File: src/sv/a2i_pkg.sv
// ----------------------------------------------------------------------------
// a2i_pkg: shared constants and helpers for the ASCII-to-integer parser
// Phase codes, radix limits, widths, character codes, the blank test and the digit decoder.
// ----------------------------------------------------------------------------
package a2i_pkg;

  // Parser phase codes
  localparam logic [2:0] PH_IDLE   = 3'd0;
  localparam logic [2:0] PH_LEAD   = 3'd1;
  localparam logic [2:0] PH_SIGNED = 3'd2;
  localparam logic [2:0] PH_ZERO   = 3'd3;
  localparam logic [2:0] PH_DIGITS = 3'd4;

  // Radix limits and reset value
  localparam int unsigned RADIX_W     = 6;
  localparam logic [5:0]  RADIX_MIN   = 6'd2;
  localparam logic [5:0]  RADIX_MAX   = 6'd36;
  localparam logic [5:0]  RADIX_HEX   = 6'd16;
  localparam logic [5:0]  RADIX_RESET = 6'd10;

  // Accumulator and result widths
  localparam int unsigned ACC_W   = 64;
  localparam int unsigned VALUE_W = 32;

  // Character codes
  localparam logic [7:0] CH_SPACE = 8'h20;
  localparam logic [7:0] CH_TAB   = 8'h09;
  localparam logic [7:0] CH_CR    = 8'h0D;
  localparam logic [7:0] CH_PLUS  = 8'h2B;
  localparam logic [7:0] CH_MINUS = 8'h2D;
  localparam logic [7:0] CH_ZERO  = 8'h30;
  localparam logic [7:0] CH_NINE  = 8'h39;
  localparam logic [7:0] CH_LO_A  = 8'h61;
  localparam logic [7:0] CH_LO_Z  = 8'h7A;
  localparam logic [7:0] CH_UP_A  = 8'h41;
  localparam logic [7:0] CH_UP_Z  = 8'h5A;
  localparam logic [7:0] CH_LO_X  = 8'h78;
  localparam logic [7:0] CH_UP_X  = 8'h58;

  // Digit value of a character; 64 marks a non-digit
  localparam logic [6:0] NO_DIGIT = 7'd64;

  function automatic logic is_blank(input logic [7:0] c);
    return (c == CH_SPACE) || ((c >= CH_TAB) && (c <= CH_CR));
  endfunction

  function automatic logic [6:0] digit_of(input logic [7:0] c);
    logic [7:0] d;
    d = 8'(NO_DIGIT);
    if ((c >= CH_ZERO) && (c <= CH_NINE)) begin
      d = c - CH_ZERO;
    end else if ((c >= CH_LO_A) && (c <= CH_LO_Z)) begin
      d = c - CH_LO_A + 8'd10;
    end else if ((c >= CH_UP_A) && (c <= CH_UP_Z)) begin
      d = c - CH_UP_A + 8'd10;
    end
    return d[6:0];
  endfunction

endpackage

File: src/sv/ascii_to_integer_any_base.sv
// ----------------------------------------------------------------------------
// ascii_to_integer_any_base: character-serial integer parser, radix 2 to 36
// Skips blanks, takes a sign and, in radix 16, a 0x prefix, accumulates digits in 64 bits
// and reports one 32-bit value at the first non-digit of each string (minus one if the radix is out of range).
// ----------------------------------------------------------------------------
// An input transfer is captured in the input register; the parse logic then
//   writes the result register, which drives out_value.
// Throughput: one character per cycle while not stalled; the parse state updates on each accepted character.
//   A character that ends a string stalls only while an earlier result waits.
// Reset (rst_n low, synchronous): pipeline empty, parser idle, radix = 10.
// ----------------------------------------------------------------------------
module ascii_to_integer_any_base (
  input  logic        clk,
  input  logic        rst_n,
  // input channel
  input  logic        in_valid,
  output logic        in_stall,
  input  logic [7:0]  in_ch,
  input  logic        in_first,
  // result channel
  output logic        out_valid,
  input  logic        out_stall,
  output logic signed [31:0] out_value,
  // radix register write
  input  logic        cfg_valid,
  output logic        cfg_ready,
  input  logic [5:0]  cfg_data
);

  // Radix register
  logic [a2i_pkg::RADIX_W-1:0] radix_r;

  // Input register
  logic       s1_valid_r;
  logic [7:0] s1_ch_r;
  logic       s1_first_r;

  // Parser state
  logic [2:0]                phase_r, phase_nxt;
  logic                      neg_r, neg_nxt;
  logic [a2i_pkg::ACC_W-1:0] acc_r, acc_nxt;

  // Result register
  logic                        out_valid_r;
  logic [a2i_pkg::VALUE_W-1:0] out_value_r;

  // Parse results
  logic                        has_res;
  logic [a2i_pkg::VALUE_W-1:0] res_value;
  logic                        s1_adv, s1_fire, in_fire;
  logic                        radix_bad;
  logic [a2i_pkg::ACC_W+a2i_pkg::RADIX_W-1:0] prod;
  logic [6:0]                  dig;

  assign cfg_ready = 1'b1;
  assign radix_bad = (radix_r < a2i_pkg::RADIX_MIN) || (radix_r > a2i_pkg::RADIX_MAX);
  assign dig       = a2i_pkg::digit_of(s1_ch_r);
  // a string start clears the accumulator before its first digit
  assign prod      = s1_first_r ? '0 : acc_r * radix_r;

  // Parse one character against the current state
  always_comb begin
    logic [2:0]                p;
    logic                      done;
    logic                      neg_v;
    logic [a2i_pkg::ACC_W-1:0] acc_v;
    logic [a2i_pkg::VALUE_W-1:0] lo;
    p         = s1_first_r ? a2i_pkg::PH_LEAD : phase_r;
    neg_v     = s1_first_r ? 1'b0 : neg_r;
    acc_v     = s1_first_r ? '0 : acc_r;
    done      = 1'b0;
    has_res   = 1'b0;
    res_value = '1;
    phase_nxt = p;
    neg_nxt   = neg_v;
    acc_nxt   = acc_v;
    lo        = acc_v[a2i_pkg::VALUE_W-1:0];
    if (p == a2i_pkg::PH_IDLE) begin
      done = 1'b1;
    end else if (radix_bad) begin
      done      = 1'b1;
      has_res   = 1'b1;
      phase_nxt = a2i_pkg::PH_IDLE;
    end
    // leading blanks and sign
    if (!done && (p == a2i_pkg::PH_LEAD)) begin
      if (a2i_pkg::is_blank(s1_ch_r)) begin
        done = 1'b1;
      end else if ((s1_ch_r == a2i_pkg::CH_PLUS) || (s1_ch_r == a2i_pkg::CH_MINUS)) begin
        neg_nxt   = (s1_ch_r == a2i_pkg::CH_MINUS);
        phase_nxt = a2i_pkg::PH_SIGNED;
        done      = 1'b1;
      end else begin
        p = a2i_pkg::PH_SIGNED;
      end
    end
    // hex prefix
    if (!done) begin
      if (p == a2i_pkg::PH_SIGNED) begin
        if ((radix_r == a2i_pkg::RADIX_HEX) && (s1_ch_r == a2i_pkg::CH_ZERO)) begin
          phase_nxt = a2i_pkg::PH_ZERO;
          done      = 1'b1;
        end else begin
          p = a2i_pkg::PH_DIGITS;
        end
      end else if (p == a2i_pkg::PH_ZERO) begin
        p = a2i_pkg::PH_DIGITS;
        if ((s1_ch_r == a2i_pkg::CH_LO_X) || (s1_ch_r == a2i_pkg::CH_UP_X)) begin
          phase_nxt = a2i_pkg::PH_DIGITS;
          done      = 1'b1;
        end
      end
    end
    // digit accumulate or end of string
    if (!done) begin
      if (dig < {1'b0, radix_r}) begin
        phase_nxt = a2i_pkg::PH_DIGITS;
        acc_nxt   = prod[a2i_pkg::ACC_W-1:0] + a2i_pkg::ACC_W'(dig);
      end else begin
        phase_nxt = a2i_pkg::PH_IDLE;
        has_res   = 1'b1;
        if (neg_v) begin
          res_value = '0 - lo;
        end else if (acc_v[a2i_pkg::ACC_W-1]) begin
          res_value = '1;
        end else begin
          res_value = lo;
        end
      end
    end
  end

  // Handshake: hold a result-producing character while the result register is blocked
  assign s1_adv   = !(has_res && out_valid_r && out_stall);
  assign s1_fire  = s1_valid_r && s1_adv;
  assign in_stall = s1_valid_r && !s1_adv;
  assign in_fire  = in_valid && !in_stall;

  // Radix register
  always_ff @(posedge clk) begin
    if (!rst_n) begin
      radix_r <= a2i_pkg::RADIX_RESET;
    end else if (cfg_valid && cfg_ready) begin
      radix_r <= cfg_data;
    end
  end

  // Input register
  always_ff @(posedge clk) begin
    if (!rst_n) begin
      s1_valid_r <= 1'b0;
    end else if (in_fire) begin
      s1_valid_r <= 1'b1;
    end else if (s1_adv) begin
      s1_valid_r <= 1'b0;
    end
  end

  always_ff @(posedge clk) begin
    if (in_fire) begin
      s1_ch_r    <= in_ch;
      s1_first_r <= in_first;
    end
  end

  // Parser state
  always_ff @(posedge clk) begin
    if (!rst_n) begin
      phase_r <= a2i_pkg::PH_IDLE;
      neg_r   <= 1'b0;
      acc_r   <= '0;
    end else if (s1_fire) begin
      phase_r <= phase_nxt;
      neg_r   <= neg_nxt;
      acc_r   <= acc_nxt;
    end
  end

  // Result register
  always_ff @(posedge clk) begin
    if (!rst_n) begin
      out_valid_r <= 1'b0;
    end else if (s1_fire && has_res) begin
      out_valid_r <= 1'b1;
    end else if (!out_stall) begin
      out_valid_r <= 1'b0;
    end
  end

  always_ff @(posedge clk) begin
    if (s1_fire && has_res) begin
      out_value_r <= res_value;
    end
  end

  assign out_valid = out_valid_r;
  assign out_value = out_value_r;

  // Checks
  a_stall_needs_item: assert property (@(posedge clk) disable iff (!rst_n)
    in_stall |-> s1_valid_r)
    else $error("input stalled with empty input register");

  a_result_from_item: assert property (@(posedge clk) disable iff (!rst_n)
    (s1_valid_r && s1_adv && has_res) |=> out_valid_r)
    else $error("ending character produced no result");

  a_bad_radix_idles: assert property (@(posedge clk) disable iff (!rst_n)
    (s1_fire && radix_bad && (s1_first_r || (phase_r != a2i_pkg::PH_IDLE)))
      |=> (phase_r == a2i_pkg::PH_IDLE) && (out_value_r == '1))
    else $error("invalid radix did not end the string with minus one");

endmodule
File: config.mk
export PLATFORM = sky130hd
export DESIGN_NAME = ascii_to_integer_any_base
export DESIGN_NICKNAME = d
export VERILOG_FILES = /design/src/sv/a2i_pkg.sv /design/src/sv/ascii_to_integer_any_base.sv
export SDC_FILE = /design/constraint.sdc
export NUM_CORES = 1
export LEC_CHECK = 0
export ABC_AREA = 1
export BUFFER_PORTS_ARGS = -buffer_cell sky130_fd_sc_hd__buf_2
export CORE_ASPECT_RATIO = 1.4
export CORE_MARGIN = 1
export CORE_UTILIZATION = 55
export DETAILED_ROUTE_END_ITERATION = 16
export GPL_ROUTABILITY_DRIVEN = 0
export PLACE_DENSITY = 0.78
export SYNTH_ARGS = -nofsm -noshare
export SYNTH_HDL_FRONTEND = slang
export SYNTH_SLANG_ARGS = --single-unit
File: constraint.sdc
create_clock -name clk -period 8.5 [get_ports clk]
set_clock_uncertainty 0.05 [all_clocks]
set_input_delay 0.425 -clock clk [delete_from_list [all_inputs] [get_ports clk]]
set_output_delay 0.425 -clock clk [all_outputs]
set_load 0.1 [all_outputs]
# After elaboration in Yosys (flattened, before gate mapping)

Index checks and enable logic that the tools add are counted.

Bits in registers: 117
Memory bits (read-only): 0
Word-level logic and storage cells: 107
Memories: 0
Bits in latches: 0
Bits in writable memories: 0
Output and inout bits: 35
Input bits: 20

Bitwise logic cells: 0
$lt $le $gt $ge: 11
Reduce and logical (&&, ||, !) cells: 21
Mux-type cells: 46
Equality and inequality tests: 12
Divide/modulo/power cells: 0
Shift-type cells: 0
Multipliers: 1
Add/sub/neg operators: 7

Operators by type and width:

| operator                                                                          | number |
|---|---|
| 64-bit 2-to-1 mux                                                                 | 4 |
| 64-bit by 7-bit adder with 64-bit output                                          | 1 |
| 64-bit by 6-bit multiplier with 64-bit output                                     | 1 |
| 32-bit 2-to-1 mux                                                                 | 2 |
| 3-bit 2-to-1 mux                                                                  | 16 |
| 8-bit by 6-bit == test with 1-bit output (second input constant)                  | 4 |
| 1-bit by 32-bit subtractor with 32-bit output (first input constant)              | 1 |
| 1-bit 2-to-1 mux                                                                  | 21 |
| 7-bit 2-to-1 mux                                                                  | 3 |
| 8-bit by 7-bit == test with 1-bit output (second input constant)                  | 2 |
| 8-bit by 7-bit >= comparator with 1-bit output (second input constant)            | 2 |
| 8-bit by 7-bit less-or-equal comparator with 1-bit output (second input constant) | 2 |
| 7-bit by 4-bit adder with 7-bit output (second input constant)                    | 2 |
| 7-bit subtractor (second input constant)                                          | 2 |
| 1-bit logical AND                                                                 | 12 |
| 8-bit by 4-bit >= comparator with 1-bit output (second input constant)            | 1 |
| 8-bit by 6-bit >= comparator with 1-bit output (second input constant)            | 1 |
| 8-bit by 4-bit less-or-equal comparator with 1-bit output (second input constant) | 1 |
| 8-bit by 6-bit less-or-equal comparator with 1-bit output (second input constant) | 1 |
| 7-bit by 6-bit < comparator with 1-bit output                                     | 1 |
| 7-bit by 6-bit subtractor with 7-bit output (second input constant)               | 1 |
| 3-bit by 2-bit == test with 1-bit output (second input constant)                  | 2 |
| 6-bit by 5-bit == test with 1-bit output (second input constant)                  | 1 |
| 6-bit greater-than comparator (second input constant)                             | 1 |
| other kinds (8)                                                                   | 13 |

# Longest topological paths before layout

Word-level depth: 18
Depth in mapped cells: 36
Depth with buffers taken out: 33

# Worst setup path before layout

No wires, ideal clock.

Path type: register to register
Start point: register radix_r[5] in the netlist's numbering
End point: register acc_r[54] in the netlist's numbering
Arrival: 5.369 ns
Buffers on the path: 3
Slack: 2.972 ns
Clock period less this slack: 5.528 ns
Cell stages (with the launch flop): 32
Cell sequence: dfxtp_1 > clkbuf_1 > clkbuf_1 > buf_1 > nand2_1 > fa_1 > fa_1 > fa_1 > inv_1 > ha_1 > xnor2_1 > nor2_1 > ha_1 > nand2_1 > inv_1 > nand4_1 > nand3_1 > a21oi_1 > nor2_1 > nand2_1 > nor2_8 > nand3_2 > nor2_4 > nand2_2 > nor2_4 > nand2_2 > nor2_8 > nand3_1 > nand3_1 > nand3_1 > nand2_1 > inv_1

Word-level cells in the longest chain between the ends: 16

RTL lines:

| element                                                                                | RTL line                         | RTL |
|---|---|---|
| start: declaration                                                                     | ascii_to_integer_any_base.sv:31  | `logic [a2i_pkg::RADIX_W-1:0] radix_r;` |
| start signal: assignment                                                               | ascii_to_integer_any_base.sv:142 | `radix_r <= a2i_pkg::RADIX_RESET;` |
| start signal: assignment                                                               | ascii_to_integer_any_base.sv:144 | `radix_r <= cfg_data;` |
| branches (longest 16 deep; another with 64-bit by 6-bit multiplier with 64-bit output) | --                               |  |
| end signal: assignment                                                                 | ascii_to_integer_any_base.sv:175 | `acc_r <= acc_nxt;` |
| end: declaration                                                                       | ascii_to_integer_any_base.sv:41  | `logic [a2i_pkg::ACC_W-1:0] acc_r, acc_nxt;` |

Parallel ways; which one is timed is not known.
A chain may end at the register's enable or synchronous reset.

# Final worst setup path

Start point: register radix_r[0] in the netlist's numbering
End point: register acc_r[59] in the netlist's numbering

Same word-level chain as after synthesis.

==> metrics.txt <==
final count of negative-setup-slack endpoints=0; DR WL/cell=around 17 microns; Worst EP arrival=7.26 ns; Antenna Cells=0; fill count=4,222; CP bufs+invs=4; Worst Hold Class=primary input to flop; slowest stage delay, CP=about 1 ns; total congestion overflow=0; Internal Pwr Total=1.43 mW; most frequent cell after synthesis=nand2_1; Reg power frac=26.7%; CTS root buffer=clkbuf_16; Vias=24,500; top_reg_cell synth=dfxtp_1; largest net degree at the start of global routing=91; worst setup margin=1.54 ns; vias per cell=5.38; Synth cell types=53; CP Capture Type=flop; number of CTS-inserted buffers=17; Chip Height=~250 microns; f_max=about 0.14 GHz; reg-to-reg slack, setup=1.54 ns; dpl hpwl=59,400 microns; Worst Path Max Fanout=41; starting density of the core=a little under three fifths; CP required=8.80 ns; Max-Cap Viols=0; YS warnings=0; NetSw=between 1 and 1.5 mW; first-pass GRT wire length=122,000 microns; setup bufs post-CTS=0; peak supply drop=about 0.16 mV; P_leak=15.3 nW; Post-synth ARST share=0%; TritonRoute pass-1 iters=6; RSZ-0062 raised after global routing=false; Post-synth EDFFs=41; io pins=55; initial antenna violation count=1; synth top area cells=fa_1 (20%), nand2_1 (19%), inv_1 (18%); min Tclk post-route=roughly 7.0 ns; sequential share of the synthesized area=between 10 and 15%; post-cts gate resize count=0; worst slew pin tran=1.25 ns; max_slew headroom=16.6%; Startpoint Class=flop; drt total wl=76,600 microns; Final ANT Viol Nets=0; FF+latch count, synth=117; clock-pin slew on the worst setup and hold paths=0.06 ns; clk buf depth=2; Hold Buf Count CTS=0; vias in the first global route=~24,000; Comb pwr share=45.9%; DIE AREA=0.0443 sq mm; crit path max-delay cell type=dfxtp_2; CTS tree=done; WS Path Type=flop to flop; Rows=89; DRT iter0 DRCs=approximately 2,400; Setup TNS Final=0 ns; Post-Syn Instances=4,054; Die W=178 microns; top cell type's share of synthesized area=between 10% and 20%; all-layer global routing usage=a little over a third; clock power share=between 20% and 30%; PwrDens=~110 mW/mm^2; Synth top cells by count=nand2_1 (1,229), inv_1 (1,116), nor2_1 (358); Port-buffer cells=53; status=finished, final reports clean; Tcrit/Tclk final=81.9%; clk sinks=117; Switching Share=47.3%; Placement Setup Slack=1.91 ns; synthesized cell area=0.0239 sq mm; Avg Synthesized Cell Area=5.89 sq um; fin. max-slew vios=0; H-tree Lvls=4; core area=0.0424 sq mm; Final Hold Vio Count=0; Syn-to-layout area delta=4.10%; fraction of final layout cells with drive strength greater than 1=4.62%; Clk Latency, worst-skew pair=0.43 ns; Layout Nets=4,335; Crit path max-delay family=simple AND/OR/NAND/NOR gates; largest area contributor in the netlist=fa_1; Syn Nets=4,399; residual DRC count=0
-- per-stage QoR --
step	power, mW	instance area [sq um]	hold slack, ns	util (%)	instances
finish	2.71	24900	0.117	58.6	4549
CTS	2.67	24900	0.106	58.6	4549
global route	2.87	24900	0.109	58.6	4549
detailed placement	1.93	24300	0.430	57.2	4517
global placement	1.91	24300	0.420	57.2	4517
floorplan	1.59	23900	0.406	-	4054
-- final timing paths --
path                            startpoint         end  depth (start not counted)
worst max-delay path            radix_r[0]   acc_r[59]                         26
worst min-delay path              in_ch[5]  s1_ch_r[5]                          1
worst max register to register  radix_r[0]   acc_r[59]                         26
worst min register to register   out_valid   out_valid                          2
-- cell families after synthesis --
logic type | Yosys count | synth area share, %
buffers and inverters | 1279 | 20.7
muxes | 1 | 0.0472
adders and majority gates | 325 | 24.5
and+or+nand+nor | 1966 | 34.5
other | 1 | 0.0157
AOI/OAI and AO/OA | 320 | 7.13
xor gates and xnor gates | 45 | 1.65
DFF | 117 | 11.5
-- power by group through the flow --
stage | Combinational (mW) | Clock [mW] | Sequential, mW
final | 1.24 | 0.744 | 0.722
after global routing | 1.38 | 0.763 | 0.725
after CTS | 1.21 | 0.744 | 0.717
after detailed placement | 1.20 | 0 | 0.729
after global placement | 1.18 | 0 | 0.728
after floorplan | 0.859 | 0 | 0.729
-- worst reg2reg max path, delay by kind of cell (launching register included) --
| kind | cells | cell delay [ns] |
|---|---|---|
| flops | 1 | 0.99 |
| buf+inv | 4 | 0.72 |
| fa+ha+maj | 5 | 2.18 |
| compound gates | 4 | 0.55 |
| simple gates | 13 | 2.39 |
-- cell type report --
cell class	instances	area (sq um)	share of cell area [%]
clock buffers	19	433	1.74
clock inverters	13	149	0.599
inverters	1126	4230	17.0
multi-input cells	2658	16200	65.2
flip-flops and latches	117	2760	11.1
well taps	546	683	2.75
repair buffers	70	393	1.58
-- registers in the layout, summed over array words and instances (netlist names) --
register and flops:
acc_r 64, s1_valid_r 1, s1_first_r 1, radix_r 6, neg_r 1, phase_r 3
s1_ch_r 8, out_valid 1, out_value 32
-- layout by cell type, fill, tap and decap left out, types with 50 or more instances in the layout --
cell / Yosys / final
nand4_1: 50 / 50
nand3_1: 200 / 199
o21ai_0: 144 / 144
nand2_1: 1229 / 1229
fa_1: 238 / 238
dfxtp_1: 76 / 70
inv_1: 1116 / 1116
buf_2: 36 / 53
a21oi_1: 138 / 138
nor2_1: 358 / 357
ha_1: 87 / 87
-- routing by layer --
metal	track usage, %	part of all wire (%)	vias to the layer above
met2	59.9	48	1223
met1	38.9	35	11100
met5	0	0.017	-
met3	5.50	7.8	419
li1	-	-	11700
met4	29.2	9.4	2
(Power assumes the default switching activity.)
